$ cat config.mk
export PLATFORM = sky130hd
export DESIGN_NAME = vbd_seq
export DESIGN_NICKNAME = d
export VERILOG_FILES = /design/src/hdl/vbd_pkg.sv /design/src/hdl/vbd_wrap.sv /design/src/hdl/vbd_seq.sv
export SDC_FILE = /design/constraint.sdc
export NUM_CORES = 1
export LEC_CHECK = 0
export BUFFER_PORTS_ARGS = -buffer_cell sky130_fd_sc_hd__buf_4
export CORE_MARGIN = 2
export CORE_UTILIZATION = 25
export DETAILED_ROUTE_END_ITERATION = 6
export PLACE_DENSITY = 0.46
export SKIP_CTS_REPAIR_TIMING = 1
export SLEW_MARGIN = 5
export SYNTH_ARGS = -nofsm -noshare
export SYNTH_HDL_FRONTEND = slang
export SYNTH_SLANG_ARGS = --single-unit
$ cat constraint.sdc
create_clock -name clk -period 3.6 [get_ports clk]
set_input_delay 0.54 -clock clk [delete_from_list [all_inputs] [get_ports clk]]
set_output_delay 0.54 -clock clk [all_outputs]
set_load 0.05 [all_outputs]
$ cat src/hdl/vbd_pkg.sv
// shared types and constants for the voxel boundary detector
// no dependencies; imported by every module of the block except vbd_ram

package vbd_pkg;

  // input command codes, carried on s_tuser
  localparam logic CMD_WRITE = 1'b0;
  localparam logic CMD_QUERY = 1'b1;

  // configuration register indexes
  localparam int unsigned CFG_IDX_W = 2;
  localparam logic [CFG_IDX_W-1:0] REG_SIZE_X = 2'd0;
  localparam logic [CFG_IDX_W-1:0] REG_SIZE_Y = 2'd1;
  localparam logic [CFG_IDX_W-1:0] REG_SIZE_Z = 2'd2;

  localparam int unsigned SIZE_W = 7;
  localparam logic [SIZE_W-1:0] SIZE_RESET = 7'd64;

  // input tdata layout
  localparam int unsigned COORD_W    = 6;
  localparam int unsigned X_LSB      = 0;
  localparam int unsigned Y_LSB      = X_LSB + COORD_W;
  localparam int unsigned Z_LSB      = Y_LSB + COORD_W;
  localparam int unsigned SOLID_BIT  = Z_LSB + COORD_W;
  localparam int unsigned S_TDATA_W  = 24;
  localparam int unsigned M_TDATA_W  = 8;

  // neighbour offset along one axis
  typedef enum logic [1:0] {
    OFS_MINUS = 2'd0,
    OFS_ZERO  = 2'd1,
    OFS_PLUS  = 2'd2
  } ofs_t;

  typedef struct packed {
    ofs_t dx;
    ofs_t dy;
    ofs_t dz;
  } ofs3_t;

  localparam ofs3_t OFS3_FIRST  = '{dx: OFS_MINUS, dy: OFS_MINUS, dz: OFS_MINUS};
  localparam ofs3_t OFS3_CENTRE = '{dx: OFS_ZERO,  dy: OFS_ZERO,  dz: OFS_ZERO};
  localparam ofs3_t OFS3_LAST   = '{dx: OFS_PLUS,  dy: OFS_PLUS,  dz: OFS_PLUS};

  function automatic ofs_t ofs_next(input ofs_t o);
    ofs_t r;
    unique case (o)
      OFS_MINUS: r = OFS_ZERO;
      OFS_ZERO:  r = OFS_PLUS;
      default:   r = OFS_MINUS;
    endcase
    return r;
  endfunction

  // z runs fastest, then y, then x
  function automatic ofs3_t ofs3_next(input ofs3_t o);
    ofs3_t r;
    r = o;
    r.dz = ofs_next(o.dz);
    if (o.dz == OFS_PLUS) begin
      r.dy = ofs_next(o.dy);
      if (o.dy == OFS_PLUS) begin
        r.dx = ofs_next(o.dx);
      end
    end
    return r;
  endfunction

endpackage

$ cat src/hdl/vbd_wrap.sv
// periodic wrap step along one axis: coordinate plus -1, 0 or +1 modulo size
// depends on vbd_pkg

module vbd_wrap #(
  parameter int unsigned MAX_N = 64
) (
  input  logic [$clog2(MAX_N)-1:0]   coord,
  input  logic [$clog2(MAX_N+1)-1:0] size,
  input  vbd_pkg::ofs_t              ofs,
  output logic [$clog2(MAX_N)-1:0]   step
);

  import vbd_pkg::*;

  localparam int unsigned CW = $clog2(MAX_N);
  localparam int unsigned SW = $clog2(MAX_N+1);

  logic [SW-1:0] c_ext;
  logic [SW-1:0] c_inc;
  logic [SW-1:0] c_dec;

  always_comb begin
    c_ext = SW'(coord);
    c_inc = c_ext + SW'(1);
    c_dec = (c_ext == '0) ? size - SW'(1) : c_ext - SW'(1);
    unique case (ofs)
      OFS_MINUS: step = CW'(c_dec);
      OFS_PLUS:  step = (c_inc == size) ? '0 : CW'(c_inc);
      default:   step = coord;
    endcase
  end

endmodule

$ cat src/hdl/vbd_seq.sv
// sequencer: takes items, writes cells, walks the 27 neighbours of a query
// through one read port and holds the result register; depends on vbd_pkg, vbd_wrap

module vbd_seq #(
  parameter int unsigned MAX_X = 64,
  parameter int unsigned MAX_Y = 64,
  parameter int unsigned MAX_Z = 64
) (
  input  logic                              clk,
  input  logic                              rst,
  input  logic [$clog2(MAX_X+1)-1:0]        eff_x,
  input  logic [$clog2(MAX_Y+1)-1:0]        eff_y,
  input  logic [$clog2(MAX_Z+1)-1:0]        eff_z,
  input  logic                              s_tvalid,
  output logic                              s_tready,
  input  logic [vbd_pkg::S_TDATA_W-1:0]     s_tdata,
  input  logic                              s_tuser,
  output logic                              m_tvalid,
  input  logic                              m_tready,
  output logic [vbd_pkg::M_TDATA_W-1:0]     m_tdata,
  output logic                              m_tuser,
  output logic                              ram_we,
  output logic [$clog2(MAX_X)+$clog2(MAX_Y)+$clog2(MAX_Z)-1:0] ram_addr,
  output logic                              ram_wdata,
  input  logic                              ram_rdata
);

  import vbd_pkg::*;

  localparam int unsigned XW = $clog2(MAX_X);
  localparam int unsigned YW = $clog2(MAX_Y);
  localparam int unsigned ZW = $clog2(MAX_Z);

  typedef enum logic [1:0] {S_IDLE, S_SCAN, S_DRAIN, S_HOLD} state_t;

  state_t        state;
  logic [XW-1:0] crd_x;
  logic [YW-1:0] crd_y;
  logic [ZW-1:0] crd_z;
  ofs3_t         ofs;
  logic          rd_pend;
  logic          rd_centre;
  logic          hit;
  logic          centre;
  logic          res_boundary;
  logic          res_bad;

  logic [COORD_W-1:0] in_x;
  logic [COORD_W-1:0] in_y;
  logic [COORD_W-1:0] in_z;
  logic               in_solid;
  logic               in_bad;
  logic               accept;
  logic [XW-1:0]      nb_x;
  logic [YW-1:0]      nb_y;
  logic [ZW-1:0]      nb_z;

  assign in_x     = s_tdata[X_LSB +: COORD_W];
  assign in_y     = s_tdata[Y_LSB +: COORD_W];
  assign in_z     = s_tdata[Z_LSB +: COORD_W];
  assign in_solid = s_tdata[SOLID_BIT];
  assign in_bad   = (32'(in_x) >= 32'(eff_x)) || (32'(in_y) >= 32'(eff_y)) ||
                    (32'(in_z) >= 32'(eff_z));

  assign s_tready = (state == S_IDLE);
  assign accept   = s_tvalid && s_tready;

  vbd_wrap #(.MAX_N(MAX_X)) u_wrap_x (.coord(crd_x), .size(eff_x), .ofs(ofs.dx), .step(nb_x));
  vbd_wrap #(.MAX_N(MAX_Y)) u_wrap_y (.coord(crd_y), .size(eff_y), .ofs(ofs.dy), .step(nb_y));
  vbd_wrap #(.MAX_N(MAX_Z)) u_wrap_z (.coord(crd_z), .size(eff_z), .ofs(ofs.dz), .step(nb_z));

  // the port serves the write of an incoming item while idle, the neighbour walk otherwise
  always_comb begin
    ram_we    = accept && (s_tuser == CMD_WRITE) && !in_bad;
    ram_wdata = in_solid;
    if (state == S_IDLE) begin
      ram_addr = {XW'(in_x), YW'(in_y), ZW'(in_z)};
    end else begin
      ram_addr = {nb_x, nb_y, nb_z};
    end
  end

  always_ff @(posedge clk) begin
    if (rst) begin
      state    <= S_IDLE;
      m_tvalid <= 1'b0;
      rd_pend  <= 1'b0;
    end else begin
      rd_pend <= (state == S_SCAN);
      if ((state == S_HOLD) && (!m_tvalid || m_tready)) begin
        m_tvalid <= 1'b1;
      end else if (m_tready) begin
        m_tvalid <= 1'b0;
      end
      unique case (state)
        S_IDLE: begin
          if (accept && (s_tuser == CMD_QUERY)) begin
            crd_x        <= XW'(in_x);
            crd_y        <= YW'(in_y);
            crd_z        <= ZW'(in_z);
            ofs          <= OFS3_FIRST;
            hit          <= 1'b0;
            centre       <= 1'b0;
            res_boundary <= 1'b0;
            res_bad      <= in_bad;
            state        <= in_bad ? S_HOLD : S_SCAN;
          end
        end
        S_SCAN: begin
          rd_centre <= (ofs == OFS3_CENTRE);
          ofs       <= ofs3_next(ofs);
          if (ofs == OFS3_LAST) begin
            state <= S_DRAIN;
          end
        end
        S_DRAIN: begin
          // last neighbour is never the centre, so centre is settled here
          res_boundary <= !centre && (hit || ram_rdata);
          state        <= S_HOLD;
        end
        S_HOLD: begin
          if (!m_tvalid || m_tready) begin
            m_tdata  <= M_TDATA_W'(res_boundary);
            m_tuser  <= res_bad;
            state    <= S_IDLE;
          end
        end
      endcase
      if (rd_pend) begin
        hit <= hit || ram_rdata;
        if (rd_centre) begin
          centre <= ram_rdata;
        end
      end
    end
  end

endmodule

==> impl_metrics.toml, run 1 <==
[run_status]
run_status = "completed"

[die]
die_height_um = 126
num_rows = 44
core_area_um2 = 14600
initial_core_util_pct = 25.7
io_pins = 82
dieWidth_um = 126
dieArea_um2 = 16000

[yosys]
yosysWarnings = 0
synth_async_sr_flop_share_pct = 0
synth_flop_cell = "edfxtp_1"
syn_inst = 450
syn_area_per_cell_um2 = 8.32
synth.distinct_cells = 66
synth_area_um2 = 3740
synth_seq_cells = 35
synth-seq-area-share_pct = 27.0
synth_edf_count = 31

[cells_and_area]
n_fill_cell = 1559
area_growth_pct = 24.1
register_area_um2 = 1010
multi_input_area_um2 = 2460
drive_above_1_share_pct = 20.2
final_nets = 598
design_area_um2 = 4640
diodes = 0

[place]
place_area_um2 = 4420
gp_congestion = 0.835
io_buffers = 67
pre_cts_ws_ps = 274
hpwl_um = 8630

[sta]
fin_hold_ws_ps = 425
worst_slew_pin_slew_ps = 634
final_max_slew_viol_count = 0
rsz0062_at_grt = "no"
period_minus_slack_ps = 3460
setup_viol = 0
fin_crit_sh_pct = 96.1
max_freq_mhz = 289
hold_viol = 0
final.setup.worst_slack_ps = 142
skew_ps = 5.80
slew_headroom_pct = 57.5

[power]
p_seq_share_pct = 25.7
power.total_mw = 2.23
powerDensity_nw_per_um2 = 480
p_switching_mw = 1.06
intPower_mw = 1.17
power_leakage_nw = 1.94
combPwrFrac_pct = 54.9
peakVddDrop_mv = 0.216
power.share.switching_pct = 47.4
clkPwrFrac_pct = 19.4

[setup_path]
crit_path_end_kind = "primary output"
worstSetupPathType = "reg -> out"
crit_path_start_kind = "register"
arrival_ps = 2920
cp.required_ps = 3060
worstPathMaxFanout = 6

[route]
first_iter_violations = 220
wire_per_inst_um = 15.9
antenna_violating_nets_post_route = 0
first_pass_iters = 4
remaining_drc_errors = 0
num_vias = 3536
vias_per_cell = 5.02
detail_route.wirelength_um = 11200

[flow_run]
max_cap_violations = 0

[grt]
antenna_found_initial = 0
grt-ovfl-total = 0
grt_pass1_wl_um = 18500
grt_max_degree = 22
first_global_vias = 3550
track_usage_pct = 14.2

[cts]
clockBufferDepth = 2
cts_buffers = 5
cts_tree = "yes"
clock_latency_ps = 280
h-tree-depth = 2
cts.sinks = 35
clkTransAtPathRegs_ps = 60
root_buffer = "clkbuf_16"

[hold_path]
hp-class = "reg -> reg"
## synth_stat cells (11+ instances only)
library cell	instances	share of area, %
a21oi_1	33	4.4
clkbuf_1	12	1.2
edfxtp_1	31	25
ha_1	28	9.4
inv_1	42	4.2
nand2_1	26	2.6
nand3_1	16	2.1
nor2_1	38	3.8
nor3_1	22	2.9
o21ai_0	15	2.0
xnor2_1	23	5.4
xor2_1	11	2.6
## power groups by stage
stage	Sequential [mW]	Combinational [mW]	Clock [mW]
after floorplan	0.544	0.865	0
after global routing	0.584	1.32	0.457
after detailed placement	0.581	1.22	0
after global placement	0.581	1.22	0
final	0.573	1.22	0.434
after CTS	0.573	1.22	0.444
## logic make-up after synthesis
kind of cell,Yosys count,share of synthesized area [%]
AND/OR/NAND/NOR,156,22.0
flip-flops,35,27.0
multiplexers,2,0.535
other,1,0.100
adder cells (fa/ha/maj),28,9.36
XOR/XNOR,38,10.4
AO/OA/AOI/OAI,117,22.0
buffers and inverters,73,8.56
## final cells by class
class / instances / area share (%)
Multi-Input combinational cell: 348 / 52.9
Sequential cell: 35 / 21.8
Timing Repair Buffer: 86 / 13.9
Tap cell: 184 / 4.96
Inverter: 43 / 3.48
Clock buffer: 5 / 2.69
Clock inverter: 3 / 0.323
## cell usage in the layout, fill, tap and decap left out, types with 8 or more instances in the layout
cell type / count
xnor2_1: 23
buf_4: 86
nor2_1: 37
nand3_1: 16
nand2_1: 26
xor2_1: 11
nor3_1: 22
a21oi_1: 33
ha_1: 28
edfxtp_1: 31
inv_1: 42
o21ai_0: 15
nand2b_1: 9
a31oi_1: 8
## per-layer routing
layer	part of all wire [%]	track usage (%)
met1	47	19.2
met3	3.1	1.98
met5	0	0
met4	0.85	3.30
met2	49	24.1
## path summary, 6_finish.rpt
path / from / endpoint / slack (ps) / cells after the start
min: res_boundary / m_tdata[0] / 420 / 0
min reg2reg: res_boundary / m_tdata[0] / 420 / 0
max: crd_x[0] / ram_addr[13] / 140 / 9
max reg2reg: state[0] / ofs[3] / 1180 / 8
## flip-flops by register name, indices dropped and copies added (netlist names)
name,count
res_bad,1
m_tuser,1
crd_z,6
m_tvalid,1
res_boundary,1
centre,1
ofs,6
rd_centre,1
hit,1
m_tdata,1
crd_y,6
state,2
rd_pend,1
crd_x,6
## critical path, cell delays in order, from the launching register on
cell      delay (ps)
edfxtp_1         440
inv_1             90
ha_1             320
xnor2_1          190
o211ai_1         120
or4b_4           560
o31ai_4          360
nor3b_1          100
a211o_1          270
buf_4            190
## per-stage QoR
step / instances / setup TNS, ps / util (%)
final: 704 / 0 / 31.8
after global routing: 704 / 0 / 31.8
after CTS: 695 / -47.4 / 31.2
after detailed placement: 687 / 0 / 30.3
after global placement: 687 / 0 / 30.3
after floorplan: 456 / 0 / -
Note: power is estimated with default switching activity, not from simulation.
==> run 2, diff against run 1 <==
--- a/config.mk
+++ b/config.mk
@@ -14,4 +14,5 @@
 export SLEW_MARGIN = 5
 export SYNTH_ARGS = -nofsm -noshare
 export SYNTH_HDL_FRONTEND = slang
+export SYNTH_HIERARCHICAL = 1
 export SYNTH_SLANG_ARGS = --single-unit
==> impl_metrics.toml, run 2 <==
[run_status]
run_status = "completed"

[cts]
clkTransAtPathRegs_ps = 60
clock_latency_ps = 280
cts_buffers = 5
cts_tree = "yes"
h-tree-depth = 2
root_buffer = "clkbuf_16"
clockBufferDepth = 2
cts.sinks = 35

[setup_path]
r2r_end = "ofs[3]"
worstSetupPathType = "reg -> out"
cp.depth = 12
crit_start = "crd_z[0]"
arrival_ps = 2960
cp_num_buf_inv = 2
rr_worst_depth = 6
crit_path_end_kind = "primary output"
cpMaxStageDelayCell = "edfxtp_1"
critical-path-max-stage-delay_ps = 470
cp.required_ps = 3060
crit_family = "multiplexers"
worstPathCellList = "inv_2 -> ha_4 -> nor3b_4 -> nand2_2 -> mux2i_2 -> ha_2 -> nand3_1 -> xor2_1 -> a22oi_1 -> o21ai_1 -> mux2_2 -> buf_4"
crit_path_start_kind = "register"
worstPathMaxFanout = 6
crit_end = "ram_addr[4]"
r2r_slack_ps = 1500
r2r_start = "state[1]"

[yosys]
syn_inst = 437
synth-seq-area-share_pct = 26.0
synth.top_cell.area_share_pct = 24.0
synth.distinct_cells = 66
synth_edf_count = 31
synth_area_um2 = 3880
yosys-top-cells-count = "inv_1 (46), ha_1 (32), edfxtp_1 (31), xnor2_1 (31), nor2_1 (24)"
synth_area_leader_cell = "edfxtp_1"
yosysWarnings = 6
synth_seq_cells = 35
synth.most_common_cell = "inv_1"
synth_flop_cell = "edfxtp_1"
syn_area_per_cell_um2 = 8.89
synth.area.top_cells = "edfxtp_1 (24%), ha_1 (10%), xnor2_1 (7.0%), mux2_2 (5.2%), inv_1 (4.4%)"
synth_async_sr_flop_share_pct = 0

[sta]
fin_crit_sh_pct = 97.3
final_max_slew_viol_count = 0
max_freq_mhz = 286
worst_slew_pin_slew_ps = 616
skew_ps = 2.77
period_minus_slack_ps = 3500
slew_headroom_pct = 58.9
setup_viol = 0
hold_viol = 0
fin_hold_ws_ps = 423

[route]
remaining_drc_errors = 0
num_vias = 3454
first_pass_iters = 4
detail_route.wirelength_um = 10600
vias_per_cell = 4.91
first_iter_violations = 161
wire_per_inst_um = 15.1
antenna_violating_nets_post_route = 0

[grt]
antenna_found_initial = 0
first_global_vias = 3299
grt-ovfl-total = 0
grt_max_degree = 24
grt_pass1_wl_um = 16900
track_usage_pct = 12.8

[cells_and_area]
drive_above_1_share_pct = 28.5
final_nets = 598
final_common_cell = "buf_4"
final_cell_mix = "buf_4 (91), inv_1 (44), edfxtp_1 (31), xnor2_1 (31), ha_1 (29)"
area_growth_pct = 24.5
n_fill_cell = 1593
diodes = 0

[die]
die_height_um = 129
dieArea_um2 = 16600
dieWidth_um = 129
num_rows = 45
initial_core_util_pct = 25.6
io_pins = 82
core_area_um2 = 15200

[power]
power.total_mw = 2.32
powerDensity_nw_per_um2 = 480
power_leakage_nw = 2.03
peakVddDrop_mv = 0.235

[place]
io_buffers = 67
gp_congestion = 0.845
hpwl_um = 8150

[flow_run]
max_cap_violations = 0

[hold_path]
hp-class = "reg -> reg"
==> run 2: cell count changes in the layout (fill, tap and decap cells not counted), sizes merged, moves of 8 or more <==
| cell | before | now |
|---|---|---|
| nor2 | 38 | 24 |
| nand3 | 16 | 24 |
| mux2 | 0 | 18 |
| a21oi | 33 | 15 |
| nor3 | 22 | 13 |
| xnor2 | 23 | 31 |
==> run 2: cell families after synthesis <==
logic type               synth area share, %
AO/OA/AOI/OAI                           14.9
XOR/XNOR                                9.85
adder cells (fa/ha/maj)                 10.3
buffers and inverters                   8.79
flip-flops                              26.0
multiplexers                            7.54
other                                 0.0965
AND/OR/NAND/NOR                         22.4
==> run 2: how the worst min path moves through the flow <==
stage / startpoint / cells past startpoint / to
floorplan: res_boundary / 0 / m_tdata[0]
global route: s_tdata[12] / 1 / crd_z[0]
finish: res_bad / 0 / m_tuser
detailed placement: res_bad / 0 / m_tuser
CTS: res_bad / 0 / m_tuser
global placement: res_bad / 0 / m_tuser
==> run 2: area by class of cell <==
class	instances	area (µm²)	share of cell area [%]
Inverter	46	173	3.57
Multi-Input combinational cell	336	2590	53.6
Clock inverter	2	12.5	0.259
Clock buffer	6	129	2.66
Timing Repair Buffer	91	683	14.1
Sequential cell	35	1010	20.9
Tap cell	188	235	4.86
==> run 2: metal layers <==
layer	global-route usage (%)	part of all wire [%]	up-vias
met1	18.1	50	1638
li1	-	-	1725
met3	2.20	3.8	11
met2	20.4	45	80
met5	0	0	-
met4	2.69	1.2	0
==> run 2: metrics by stage <==
step           cell area [µm²]  setup TNS, ps  utilization (%)  std cells  setup WS [ps]
2_1_floorplan             3910              0                -        443            361
3_3_place_gp              4540              0             29.8        679            273
3_5_place_dp              4540              0             29.8        679            231
4_1_cts                   4680          -99.7             30.8        687          -99.7
5_1_grt                   4840          -13.4             31.8        704          -13.4
6_report                  4840              0             31.8        704           97.5
==> run 2: where the power goes <==
| group | switching, mW | total (mW) | internal (mW) |
|---|---|---|---|
| registers | 0.0891 | 0.601 | 0.511 |
| clock network | 0.173 | 0.428 | 0.255 |
| logic | 0.789 | 1.29 | 0.502 |
| total | 1.05 | 2.32 | 1.27 |
